$ cat src/brnt_pkg.sv
// ----------------------------------------------------------------------------
// brnt_pkg
// Shared types, step table and letter tables for the Roman numeral text core.
// ----------------------------------------------------------------------------
package brnt_pkg;

    localparam int VALUE_W  = 12;
    localparam int SYMBOL_W = 7;
    localparam int NUM_STEPS = 13;
    localparam int STEP_IDX_W = 4;
    localparam logic [VALUE_W-1:0] MAX_VALID = 12'd3999;

    typedef logic [VALUE_W-1:0]    t_value;
    typedef logic [SYMBOL_W-1:0]   t_symbol;
    typedef logic [STEP_IDX_W-1:0] t_step_idx;

    localparam t_symbol SYM_NONE = 7'h00;
    localparam t_symbol SYM_I    = 7'h49;
    localparam t_symbol SYM_V    = 7'h56;
    localparam t_symbol SYM_X    = 7'h58;
    localparam t_symbol SYM_L    = 7'h4C;
    localparam t_symbol SYM_C    = 7'h43;
    localparam t_symbol SYM_D    = 7'h44;
    localparam t_symbol SYM_M    = 7'h4D;

    localparam t_value STEP_VALUE [NUM_STEPS] = '{
        12'd1000, 12'd900, 12'd500, 12'd400, 12'd100, 12'd90, 12'd50,
        12'd40, 12'd10, 12'd9, 12'd5, 12'd4, 12'd1
    };

    localparam t_symbol STEP_LETTER1 [NUM_STEPS] = '{
        SYM_M, SYM_C, SYM_D, SYM_C, SYM_C, SYM_X, SYM_L,
        SYM_X, SYM_X, SYM_I, SYM_V, SYM_I, SYM_I
    };

    // second letter of a subtractive pair, SYM_NONE for a single letter
    localparam t_symbol STEP_LETTER2 [NUM_STEPS] = '{
        SYM_NONE, SYM_M, SYM_NONE, SYM_D, SYM_NONE, SYM_C, SYM_NONE,
        SYM_L, SYM_NONE, SYM_X, SYM_NONE, SYM_V, SYM_NONE
    };

    // Controller to datapath commands
    typedef struct packed {
        logic load;
        logic emit;
    } t_cmd;

    // Datapath to controller status
    typedef struct packed {
        logic slot_free;
        logic emit_last;
    } t_stat;

    // Greedy choice: first table entry not above the remainder. Since the
    // remainder only shrinks, this is the entry the greedy walk sits on.
    function automatic t_step_idx pick_step(input t_value rest);
        t_step_idx idx;
        idx = t_step_idx'(NUM_STEPS - 1);
        for (int k = NUM_STEPS - 1; k >= 0; k--) begin
            if (rest >= STEP_VALUE[k]) begin
                idx = t_step_idx'(k);
            end
        end
        return idx;
    endfunction

endpackage

$ cat src/brnt_if.sv
// ----------------------------------------------------------------------------
// brnt_in_if / brnt_out_if
// Valid/ready channels for input numbers and output letters.
// ----------------------------------------------------------------------------
interface brnt_in_if;
    logic                   valid;
    logic                   ready;
    brnt_pkg::t_value       value;

    modport source (output valid, output value, input ready);
    modport sink   (input valid, input value, output ready);
endinterface

interface brnt_out_if;
    logic                   valid;
    logic                   ready;
    brnt_pkg::t_symbol      symbol;
    logic                   last;
    logic                   error;

    modport source (output valid, output symbol, output last, output error, input ready);
    modport sink   (input valid, input symbol, input last, input error, output ready);
endinterface

$ cat src/binary_to_roman_numeral_text_core.sv
// ----------------------------------------------------------------------------
// binary_to_roman_numeral_text_core
// Converts a 12-bit number into its Roman numeral, one ASCII letter per
// output transfer; 0 and values above 3999 give one flagged transfer.
// ----------------------------------------------------------------------------
// The input transfer loads the number; the first emit then registers the first letter.
// Each number is one load followed by N letters (1..15); one letter per cycle
//   leaves through the output register while the output is not stalled.
// Output stalls hold the conversion; the input is taken only between numbers.
// Reset (synchronous, active low) clears the controller and output valid.
module binary_to_roman_numeral_text_core (
    input  logic       i_clk,
    input  logic       i_rst_n,
    brnt_in_if.sink    i_in,
    brnt_out_if.source o_out
);
    import brnt_pkg::*;

    t_cmd  w_cmd;
    t_stat w_stat;

    brnt_ctrl u_ctrl (
        .i_clk      (i_clk),
        .i_rst_n    (i_rst_n),
        .i_in_valid (i_in.valid),
        .o_in_ready (i_in.ready),
        .i_stat     (w_stat),
        .o_cmd      (w_cmd)
    );

    brnt_dp u_dp (
        .i_clk       (i_clk),
        .i_rst_n     (i_rst_n),
        .i_cmd       (w_cmd),
        .o_stat      (w_stat),
        .i_value     (i_in.value),
        .i_out_ready (o_out.ready),
        .o_out_valid (o_out.valid),
        .o_symbol    (o_out.symbol),
        .o_last      (o_out.last),
        .o_error     (o_out.error)
    );

endmodule

$ cat src/brnt_ctrl.sv
// ----------------------------------------------------------------------------
// brnt_ctrl
// Controller: loads a number, then steps the datapath one letter per
// free output slot until the last letter is emitted.
// ----------------------------------------------------------------------------
module brnt_ctrl (
    input  logic            i_clk,
    input  logic            i_rst_n,
    input  logic            i_in_valid,
    output logic            o_in_ready,
    input  brnt_pkg::t_stat i_stat,
    output brnt_pkg::t_cmd  o_cmd
);
    import brnt_pkg::*;

    localparam logic ST_IDLE = 1'b0;
    localparam logic ST_RUN  = 1'b1;

    logic r_state;
    logic n_state;

    assign o_in_ready = (r_state == ST_IDLE);
    assign o_cmd.load = (r_state == ST_IDLE) && i_in_valid;
    assign o_cmd.emit = (r_state == ST_RUN) && i_stat.slot_free;

    always_comb begin
        n_state = r_state;
        unique case (r_state)
            ST_IDLE: begin
                if (i_in_valid) begin
                    n_state = ST_RUN;
                end
            end
            ST_RUN: begin
                if (i_stat.slot_free && i_stat.emit_last) begin
                    n_state = ST_IDLE;
                end
            end
            default: n_state = ST_IDLE;
        endcase
    end

    always_ff @(posedge i_clk) begin
        if (!i_rst_n) begin
            r_state <= ST_IDLE;
        end else begin
            r_state <= n_state;
        end
    end

`ifndef SYNTHESIS
    a_load_runs: assert property (@(posedge i_clk) disable iff (!i_rst_n)
        o_cmd.load |=> r_state == ST_RUN)
        else $error("load did not start a conversion");

    a_last_idles: assert property (@(posedge i_clk) disable iff (!i_rst_n)
        o_cmd.emit && i_stat.emit_last |=> r_state == ST_IDLE)
        else $error("controller kept running after last letter");

    a_no_emit_idle: assert property (@(posedge i_clk) disable iff (!i_rst_n)
        o_cmd.emit |-> !o_in_ready)
        else $error("emit while accepting input");
`endif

endmodule

$ cat src/brnt_dp.sv
// ----------------------------------------------------------------------------
// brnt_dp
// Datapath: remainder, pending second letter of a pair, and the output
// register.
// ----------------------------------------------------------------------------
module brnt_dp (
    input  logic              i_clk,
    input  logic              i_rst_n,
    input  brnt_pkg::t_cmd    i_cmd,
    output brnt_pkg::t_stat   o_stat,
    input  brnt_pkg::t_value  i_value,
    input  logic              i_out_ready,
    output logic              o_out_valid,
    output brnt_pkg::t_symbol o_symbol,
    output logic              o_last,
    output logic              o_error
);
    import brnt_pkg::*;

    t_value    r_rest;
    t_value    n_rest;
    logic      r_bad;
    t_symbol   r_pend;
    logic      r_pend_v;
    logic      n_pend_v;
    logic      r_ov;
    logic      n_ov;
    t_symbol   r_sym;
    t_symbol   n_sym;
    logic      r_last;
    logic      n_last;
    logic      r_err;
    t_step_idx w_idx;
    t_symbol   w_l2;
    t_value    w_sub;

    assign w_idx = pick_step(r_rest);
    assign w_l2  = STEP_LETTER2[w_idx];
    assign w_sub = r_rest - STEP_VALUE[w_idx];

    assign o_stat.slot_free = !r_ov || i_out_ready;

    // letter produced on an emit, and whether it closes the numeral
    always_comb begin
        n_rest   = r_rest;
        n_pend_v = r_pend_v;
        n_sym    = STEP_LETTER1[w_idx];
        n_last   = 1'b0;
        if (r_bad) begin
            n_sym  = SYM_NONE;
            n_last = 1'b1;
        end else if (r_pend_v) begin
            n_sym    = r_pend;
            n_last   = (r_rest == '0);
            n_pend_v = 1'b0;
        end else begin
            n_rest = w_sub;
            if (w_l2 != SYM_NONE) begin
                n_pend_v = 1'b1;
            end else begin
                n_last = (w_sub == '0);
            end
        end
    end

    assign o_stat.emit_last = n_last;

    always_comb begin
        n_ov = r_ov;
        if (i_cmd.emit) begin
            n_ov = 1'b1;
        end else if (i_out_ready) begin
            n_ov = 1'b0;
        end
    end

    always_ff @(posedge i_clk) begin
        if (!i_rst_n) begin
            r_ov     <= 1'b0;
            r_pend_v <= 1'b0;
        end else begin
            r_ov <= n_ov;
            if (i_cmd.load) begin
                r_pend_v <= 1'b0;
            end else if (i_cmd.emit) begin
                r_pend_v <= n_pend_v;
            end
        end
    end

    always_ff @(posedge i_clk) begin
        if (i_cmd.load) begin
            r_rest <= i_value;
            r_bad  <= (i_value == '0) || (i_value > MAX_VALID);
        end else if (i_cmd.emit) begin
            r_rest <= n_rest;
            if (!r_pend_v) begin
                r_pend <= w_l2;
            end
        end
        if (i_cmd.emit) begin
            r_sym  <= n_sym;
            r_last <= n_last;
            r_err  <= r_bad;
        end
    end

    assign o_out_valid = r_ov;
    assign o_symbol    = r_sym;
    assign o_last      = r_last;
    assign o_error     = r_err;

`ifndef SYNTHESIS
    a_err_single: assert property (@(posedge i_clk) disable iff (!i_rst_n)
        i_cmd.emit && r_bad |=> r_ov && r_last && r_err && r_sym == SYM_NONE)
        else $error("error result not a single flagged transfer");

    a_pair_not_last: assert property (@(posedge i_clk) disable iff (!i_rst_n)
        i_cmd.emit && !r_bad && !r_pend_v && w_l2 != SYM_NONE |=> !r_last && r_pend_v)
        else $error("first letter of a pair marked last");

    a_pend_ok: assert property (@(posedge i_clk) disable iff (!i_rst_n)
        r_pend_v |-> !r_bad)
        else $error("pending letter on an out-of-range number");
`endif

endmodule
$ cat src/flat_wrapper.sv
// flat-port wrapper written by rule: the top's interface ports become plain ports
module binary_to_roman_numeral_text_core_flat import brnt_pkg::*;
  (i_clk, i_rst_n, i_in_valid, i_in_value, i_in_ready, o_out_valid, o_out_symbol, o_out_last, o_out_error, o_out_ready);
  brnt_in_if i_in_i ();
  brnt_out_if o_out_i ();
  input  logic i_clk;
  input  logic i_rst_n;
  input wire logic [$bits(i_in_i.valid)-1:0] i_in_valid;
  input wire logic [$bits(i_in_i.value)-1:0] i_in_value;
  output wire logic [$bits(i_in_i.ready)-1:0] i_in_ready;
  output wire logic [$bits(o_out_i.valid)-1:0] o_out_valid;
  output wire logic [$bits(o_out_i.symbol)-1:0] o_out_symbol;
  output wire logic [$bits(o_out_i.last)-1:0] o_out_last;
  output wire logic [$bits(o_out_i.error)-1:0] o_out_error;
  input wire logic [$bits(o_out_i.ready)-1:0] o_out_ready;
  assign i_in_i.valid = i_in_valid;
  assign i_in_i.value = i_in_value;
  assign i_in_ready = i_in_i.ready;
  assign o_out_valid = o_out_i.valid;
  assign o_out_symbol = o_out_i.symbol;
  assign o_out_last = o_out_i.last;
  assign o_out_error = o_out_i.error;
  assign o_out_i.ready = o_out_ready;
  binary_to_roman_numeral_text_core u_core (.i_clk(i_clk), .i_rst_n(i_rst_n), .i_in(i_in_i), .o_out(o_out_i));
endmodule
$ cat config.mk
export PLATFORM = sky130hd
export DESIGN_NAME = binary_to_roman_numeral_text_core_flat
export DESIGN_NICKNAME = d
export VERILOG_FILES = /design/src/brnt_pkg.sv /design/src/brnt_if.sv /design/src/binary_to_roman_numeral_text_core.sv /design/src/brnt_ctrl.sv /design/src/brnt_dp.sv /design/src/flat_wrapper.sv
export SDC_FILE = /design/constraint.sdc
export NUM_CORES = 1
export LEC_CHECK = 0
export BUFFER_PORTS_ARGS = -buffer_cell sky130_fd_sc_hd__buf_2
export CAP_MARGIN = 40
export CORE_AREA = 10 10 79 81
export CTS_BUF_LIST = sky130_fd_sc_hd__clkbuf_8
export DETAILED_ROUTE_END_ITERATION = 6
export DIE_AREA = 0 0 89 91
export PLACE_DENSITY_LB_ADDON = 0.1
export SYNTH_ARGS = -nofsm -noshare
export SYNTH_HDL_FRONTEND = slang
export SYNTH_SLANG_ARGS = --single-unit
$ cat constraint.sdc
create_clock -name i_clk -period 4.1 [get_ports i_clk]
set_clock_uncertainty 0.05 [all_clocks]
set_input_delay 0.41 -clock i_clk [delete_from_list [all_inputs] [get_ports i_clk]]
set_output_delay 0.41 -clock i_clk [all_outputs]
set_load 0.005 [all_outputs]
======== After elaboration in Yosys (flattened, before gate mapping) ========
Memories as Yosys holds them, arrays and structs flattened.
Cells that the tools add are included.
word-level totals
  register bits after elaboration ......... 32
  memory bits (read-only) ................. 416
  input bits .............................. 16
  output and inout port bits .............. 11
  logic and storage cells ................. 84
  memories ................................ 3
operators by class
  add/sub/neg operators ................... 1
  order comparisons ....................... 14
  eq/ne operators ......................... 2
  multiplexer cells ....................... 33
  bitwise logic cells ..................... 6
  reductions and logical operators ........ 16
memories
  memory            depth  width  read ports  clocked after Yosys merged registers in  write ports  line           source
  (name not given)  16     12     1           0                                        0            brnt_dp.sv:39  assign w_sub = r_rest - STEP_VALUE[w_idx];
  (name not given)  16     7      1           0                                        0            brnt_dp.sv:47  n_sym = STEP_LETTER1[w_idx];
  (name not given)  16     7      1           0                                        0            brnt_dp.sv:38  assign w_l2 = STEP_LETTER2[w_idx];
operator list
  operator              number
  $mux 12               6
  $mux 4                11
  $logic_not 12->1      3
  $mux 7                5
  $ge 12x10->1 const B  2
  $ge 12x3->1 const B   2
  $ge 12x4->1 const B   2
  $ge 12x6->1 const B   2
  $ge 12x7->1 const B   2
  $ge 12x9->1 const B   2
  $gt 12x12->1 const B  1
  $sub 12x12->12        1
  $mux 1                9
  $reduce_bool 7->1     1
  $reduce_and 3->1      2
  $ge 5x5->1 const B    1
  $not 1->1             5
  $not 4->5             1
  $ne 2x1->1 const B    2
  $reduce_bool 2->1     2
  $logic_and 1x1->1     3
  $mux 3                1
  $logic_or 1x1->1      2
  $pmux 1 s2            1
  3 further kinds       3

======== Longest topological paths before layout ========
  depth in word-level cells ............... 25
  mapped depth ............................ 21
  mapped depth without buffers ............ 20

======== By module ========
Synthesis repeated with hierarchy kept, for this count alone.
unflattened totals
  cells, all modules ...................... 274
  area, all modules ....................... 2,442.3 µm²
by module, submodules not included
  module     times used  cells each  area each (µm²)  seq. area each (µm²)
  brnt_dp    1           268         2,387.3          850.8
  brnt_ctrl  1           6           55.1             20.0

======== Worst setup path before layout ========
No wires, ideal clock.
  path kind ............................... reg2reg
  from .................................... register u_core.u_dp.r_rest[6]
  to ...................................... register u_core.u_ctrl.r_state
  library setup time ...................... 0.130 ns
  arrival time ............................ 4.272 ns
  required time ........................... 3.920 ns
  setup slack ............................. -0.352 ns
  stages on the path, launching flop included .. 20
  path buffers ............................ 1
  period minus slack after synthesis ...... 4.452 ns
  cells stage by stage .................... edfxtp_1 or3_4 or2_1 buf_2 a311o_1 a21oi_2 inv_1 ha_1 inv_1 o21ai_0 a21oi_1 ha_1 nor2b_1 o2111ai_1 a21oi_1 or4_1 o311ai_1 nand4_1 o31ai_2 a21oi_1
between the ends
  cells in the longest elaborated chain, start to end .. 25
RTL lines
  element                                     line                          source
  from (decl)                                 brnt_dp.sv:20                 t_value r_rest;
  from (signal assigned)                      brnt_dp.sv:93                 r_rest <= i_value;
  from (signal assigned)                      brnt_dp.sv:96                 r_rest <= n_rest;
  $ge 12x3->1                                 brnt_pkg.sv:60                if (rest >= STEP_VALUE[k]) begin
  $mux 3                                      brnt_pkg.sv:60
  $mux 4 (11 in a row)                        brnt_pkg.sv:60
  $not 4->5 (implied by the code)             brnt_dp.sv:38, brnt_dp.sv:39
  $mem_v2 16x12                               --
  $mux 12 (implied by the code) (2 in a row)  brnt_dp.sv:39
  $sub 12x12->12                              brnt_dp.sv:39
  $logic_not 12->1                            brnt_dp.sv:61                 n_last = (w_sub == '0);
  $mux 1                                      brnt_dp.sv:58                 if (w_l2 != SYM_NONE) begin
  $mux 1 (*)                                  brnt_dp.sv:52                 end else if (r_pend_v) begin
  $mux 1 (*)                                  brnt_dp.sv:49                 if (r_bad) begin
  named net u_core.u_dp.n_last                brnt_dp.sv:31                 logic n_last;
  $logic_and 1x1->1 (*)                       brnt_ctrl.sv:35               if (i_stat.slot_free && i_stat.emit_last) begin
  $mux 1 (*)                                  brnt_ctrl.sv:35
  $pmux 1 s2 (*)                              brnt_ctrl.sv:28               unique case (r_state)
  to (signal assigned)                        brnt_ctrl.sv:47               r_state <= n_state;
  to (decl)                                   brnt_ctrl.sv:19               logic r_state;
The timed path passes the listed nets; every way through them passes the cells marked *. The select of a mux whose other input is x is not followed.
A chain may end at the register's enable or synchronous reset.

======== Worst setup path after layout ========
  from .................................... register u_core.u_dp.r_rest[10]
  to ...................................... register u_core.u_ctrl.r_state
The elaborated chain is that of the path after synthesis.

==> reports/qor.csv <==
stage,metric,value,unit
critical_path,cp_common_cell,a21oi_2,
critical_path,timing.rr.end,u_core.u_ctrl.r_state,
global_routing,overflow,0,
clock_network,cts.sinks,30,
sta,finalHoldViolations,0,
outcome,status,finished with violations,
critical_path,cp_cell_sequence,"or3_4, nor3_4, a21bo_2, o21bai_4, a21oi_2, inv_2, ha_4, inv_4, a21oi_2, ha_2, fa_2, nor2b_4, o22ai_1, xor2_1, nand2_1, nor4_4, nand4_1, o31ai_2, a21oi_1",
placed_design,gp_congestion,0.923,
finish,drive_above_1_share,0.373,
global_routing,antenna_found_initial,0,
routing,vias,2505,
synthesis,avgSynthCellArea,8.64,um^2
clock_network,cts_tree,done,
synthesis,syn-num-nets,322,
pwr,power.density,742,nW/um^2
sta,rsz0062_at_grt,true,
synthesis,yosysMostFrequentCell,nand2_1,
routing,wl_per_cell,17.7,um
floorplan,die_w,89,um
run,maxCapViolations,0,
clock_network,clk_pin_slew,0.07,ns
critical_path,crit_buf_inv,2,
critical_path,cp-end-kind,flop,
critical_path,max_stage_delay,0.43,ns
synthesis,yosys-top-cells-area,"edfxtp_1, ha_1, nand2_1",
synthesis,synth_edf_count,27,
worst_hold_path,hold_end,u_core.u_dp.r_pend_v,
critical_path,reg2reg_slack,-0.08,ns
finish,multi_input_area,1680,um^2
critical_path,worstPathArrival,4.29,ns
synthesis,yosys_register_bits,30,
routing,routed_wl,7540,um
critical_path,slowest_stage,or3_4,
sta,timing.final.crit_share,1.02,
synthesis,synthArstFlopShare,0,
synthesis,yosysUniqueCellTypes,72,
synthesis,synth_common_cells,"nand2_1, edfxtp_1, o21ai_0",
clock_network,h-tree-depth,2,
sta,worst_slack,-0.0776,ns
synthesis,synthCells,290,
global_routing,grtUsageTotal,0.185,
pwr,power_leakage,1.38,nW
sta,slew_viol_final,0,
sta,setup_violations,2,
finish,fill_cells,361,
synthesis,syn_area,2500,um^2
global_routing,grt_max_degree,20,
pwr,report.power.total,0.00248,W
finish,area_delta_synth_final,33.5,%
sta,fmax,239,MHz
placed_design,place_inst,410,
routing,ant_nets,0,
finish,diodes,0,
critical_path,timing.rr.start,u_core.u_dp.r_rest[10],
floorplan,core,4660,um^2
floorplan,io_pins,27,
critical_path,critPathKind,flop to flop,
synthesis,synth_warnings,0,
routing,first_pass_iters,5,
critical_path,worstRegToRegCells,19,
routing,dr.first_iter.drc_count,178,
clock_network,cts_max_path_buffers,2,
synthesis,synth_area_leader_cell,edfxtp_1,
floorplan,die_h,91,um
clock_network,numCtsBuffers,5,
outcome,violations,setup timing,
synthesis,synth-seq-area-share,0.348,
critical_path,startpoint_type,flop,
finish,seq_area,871,um^2
clock_network,cts-root-buf,clkbuf_8,
global_routing,grt_first_pass_wirelength,11900,um
worst_hold_path,holdPathStages,3,
worst_hold_path,worst_hold_startpoint,i_rst_n,
clock_network,clock_latency,0.28,ns
critical_path,worstPathRequired,4.21,ns
floorplan,dieArea,8100,um^2
sta,min_period,4.18,ns
placed_design,place.port_buffers,25,
finish,finalNonFillerCells,427,
global_routing,grt_pass1_vias,2501,
finish,nets,404,
critical_path,path_max_fanout,3,
sta,max_slew_margin,0.591,
pwr,ir_drop,0.564,mV
critical_path,cpLargestDelayFamily,simple AND/OR/NAND/NOR gates,
routing,drc,0,
synthesis,yosys_most_used_dff,edfxtp_1,
worst_hold_path,hp-class,primary input to flop,
floorplan,start_util,0.537,
routing,vias_per_cell,5.87,
sta,tightest_slew,0.613,ns
floorplan,num_rows,25,
synthesis,synth_top_area_share,0.324,
placed_design,hpwl,5730,um
[stage by stage]
step | setup TNS, ns | cell area (um^2) | hold WS, ns | setup WS, ns | util
6_report | -0.126 | 3340 | 0.316 | -0.0776 | 0.718
5_1_grt | -0.614 | 3340 | 0.333 | -0.254 | 0.718
4_1_cts | 0 | 3190 | 0.305 | 0.00612 | 0.684
3_5_place_dp | -0.222 | 3040 | 0.472 | -0.112 | 0.652
3_3_place_gp | -0.122 | 3040 | 0.459 | -0.0704 | 0.652
2_1_floorplan | -0.152 | 2550 | 0.388 | -0.0907 | -
[worst max path at each step]
stage                           start  depth (start not counted)               endpoint
2_1_floorplan   u_core.u_dp.r_rest[6]                         19  u_core.u_ctrl.r_state
3_3_place_gp    u_core.u_dp.r_rest[2]                         21  u_core.u_ctrl.r_state
3_5_place_dp   u_core.u_dp.r_rest[10]                         20  u_core.u_ctrl.r_state
4_1_cts        u_core.u_dp.r_rest[10]                         19  u_core.u_ctrl.r_state
5_1_grt        u_core.u_dp.r_rest[10]                         20  u_core.u_ctrl.r_state
6_report       u_core.u_dp.r_rest[10]                         19  u_core.u_ctrl.r_state
[placed cells by master, fill, tap and decap left out, drive strengths merged, types with 3 or more instances in the layout]
master,Yosys,final
a21oi,26,26
a31oi,3,3
and2,3,3
buf,4,85
clkbuf,5,5
dfxtp,3,3
edfxtp,27,27
ha,15,15
inv,15,15
nand2,38,38
nand2b,5,5
nand3,10,10
nor2,28,28
nor2b,5,5
nor3,8,8
nor4,5,5
o211ai,3,3
o21a,3,3
o21ai,27,27
o31ai,4,4
or2,3,3
or3,3,3
xnor2,4,4
xor2,3,3
[tightest hold or removal path: stages]
cell and delay [ns]:
buf_2 0.11, nand2_1 0.05, a21oi_1 0.03
[where the power goes]
group / internal [W] / leakage, nW / total (W) / switching [W]
Combinational: 0.000874 / 1.05 / 0.00177 / 0.000898
Clock: 0.000116 / 0.0416 / 0.000235 / 0.000119
Sequential: 0.000424 / 0.287 / 0.000474 / 0.0000493
[repair_timing]
action / CTS / global route
resized for setup: 11 / 23
pin swaps: 12 / 12
buffers inserted: 3 / 7
endpoints found under the setup margin: 2 / 7
hold endpoints to repair: 0 / 0
hold buffers: 0 / 0
[logic make-up (layout without fill, tap and decap cells)]
group / count (synthesis) / count (layout) / synth area share
compound gates: 89 / 89 / 0.234
mux: 2 / 2 / 0.00799
flops: 30 / 30 / 0.348
buf+inv: 25 / 108 / 0.0554
simple gates: 120 / 120 / 0.246
other cells: 1 / 1 / 0.00150
xor+xnor: 7 / 7 / 0.0245
fa+ha+maj: 16 / 16 / 0.0829
[flip-flops by register name (all words and copies together) (netlist names)]
signal	count
u_core.u_ctrl.r_state	1
u_core.u_dp.o_error	1
u_core.u_dp.o_last	1
u_core.u_dp.o_out_valid	1
u_core.u_dp.o_symbol	6
u_core.u_dp.r_bad	1
u_core.u_dp.r_pend	6
u_core.u_dp.r_pend_v	1
u_core.u_dp.r_rest	12
[metal layers]
layer	part of all wire	global-route usage
met1	0.40	0.209
met2	0.51	0.323
met3	0.056	0.0447
met4	0.031	0.0703
met5	0	0
[cell type report]
type	instances	area share
clock buffers	5	0.0206
clock inverters	3	0.00486
inverters	15	0.0176
multi-input cells	235	0.503
flip-flops and latches	30	0.260
well taps	54	0.0202
repair buffers	85	0.173
Note: power is estimated with default switching activity, not from simulation.
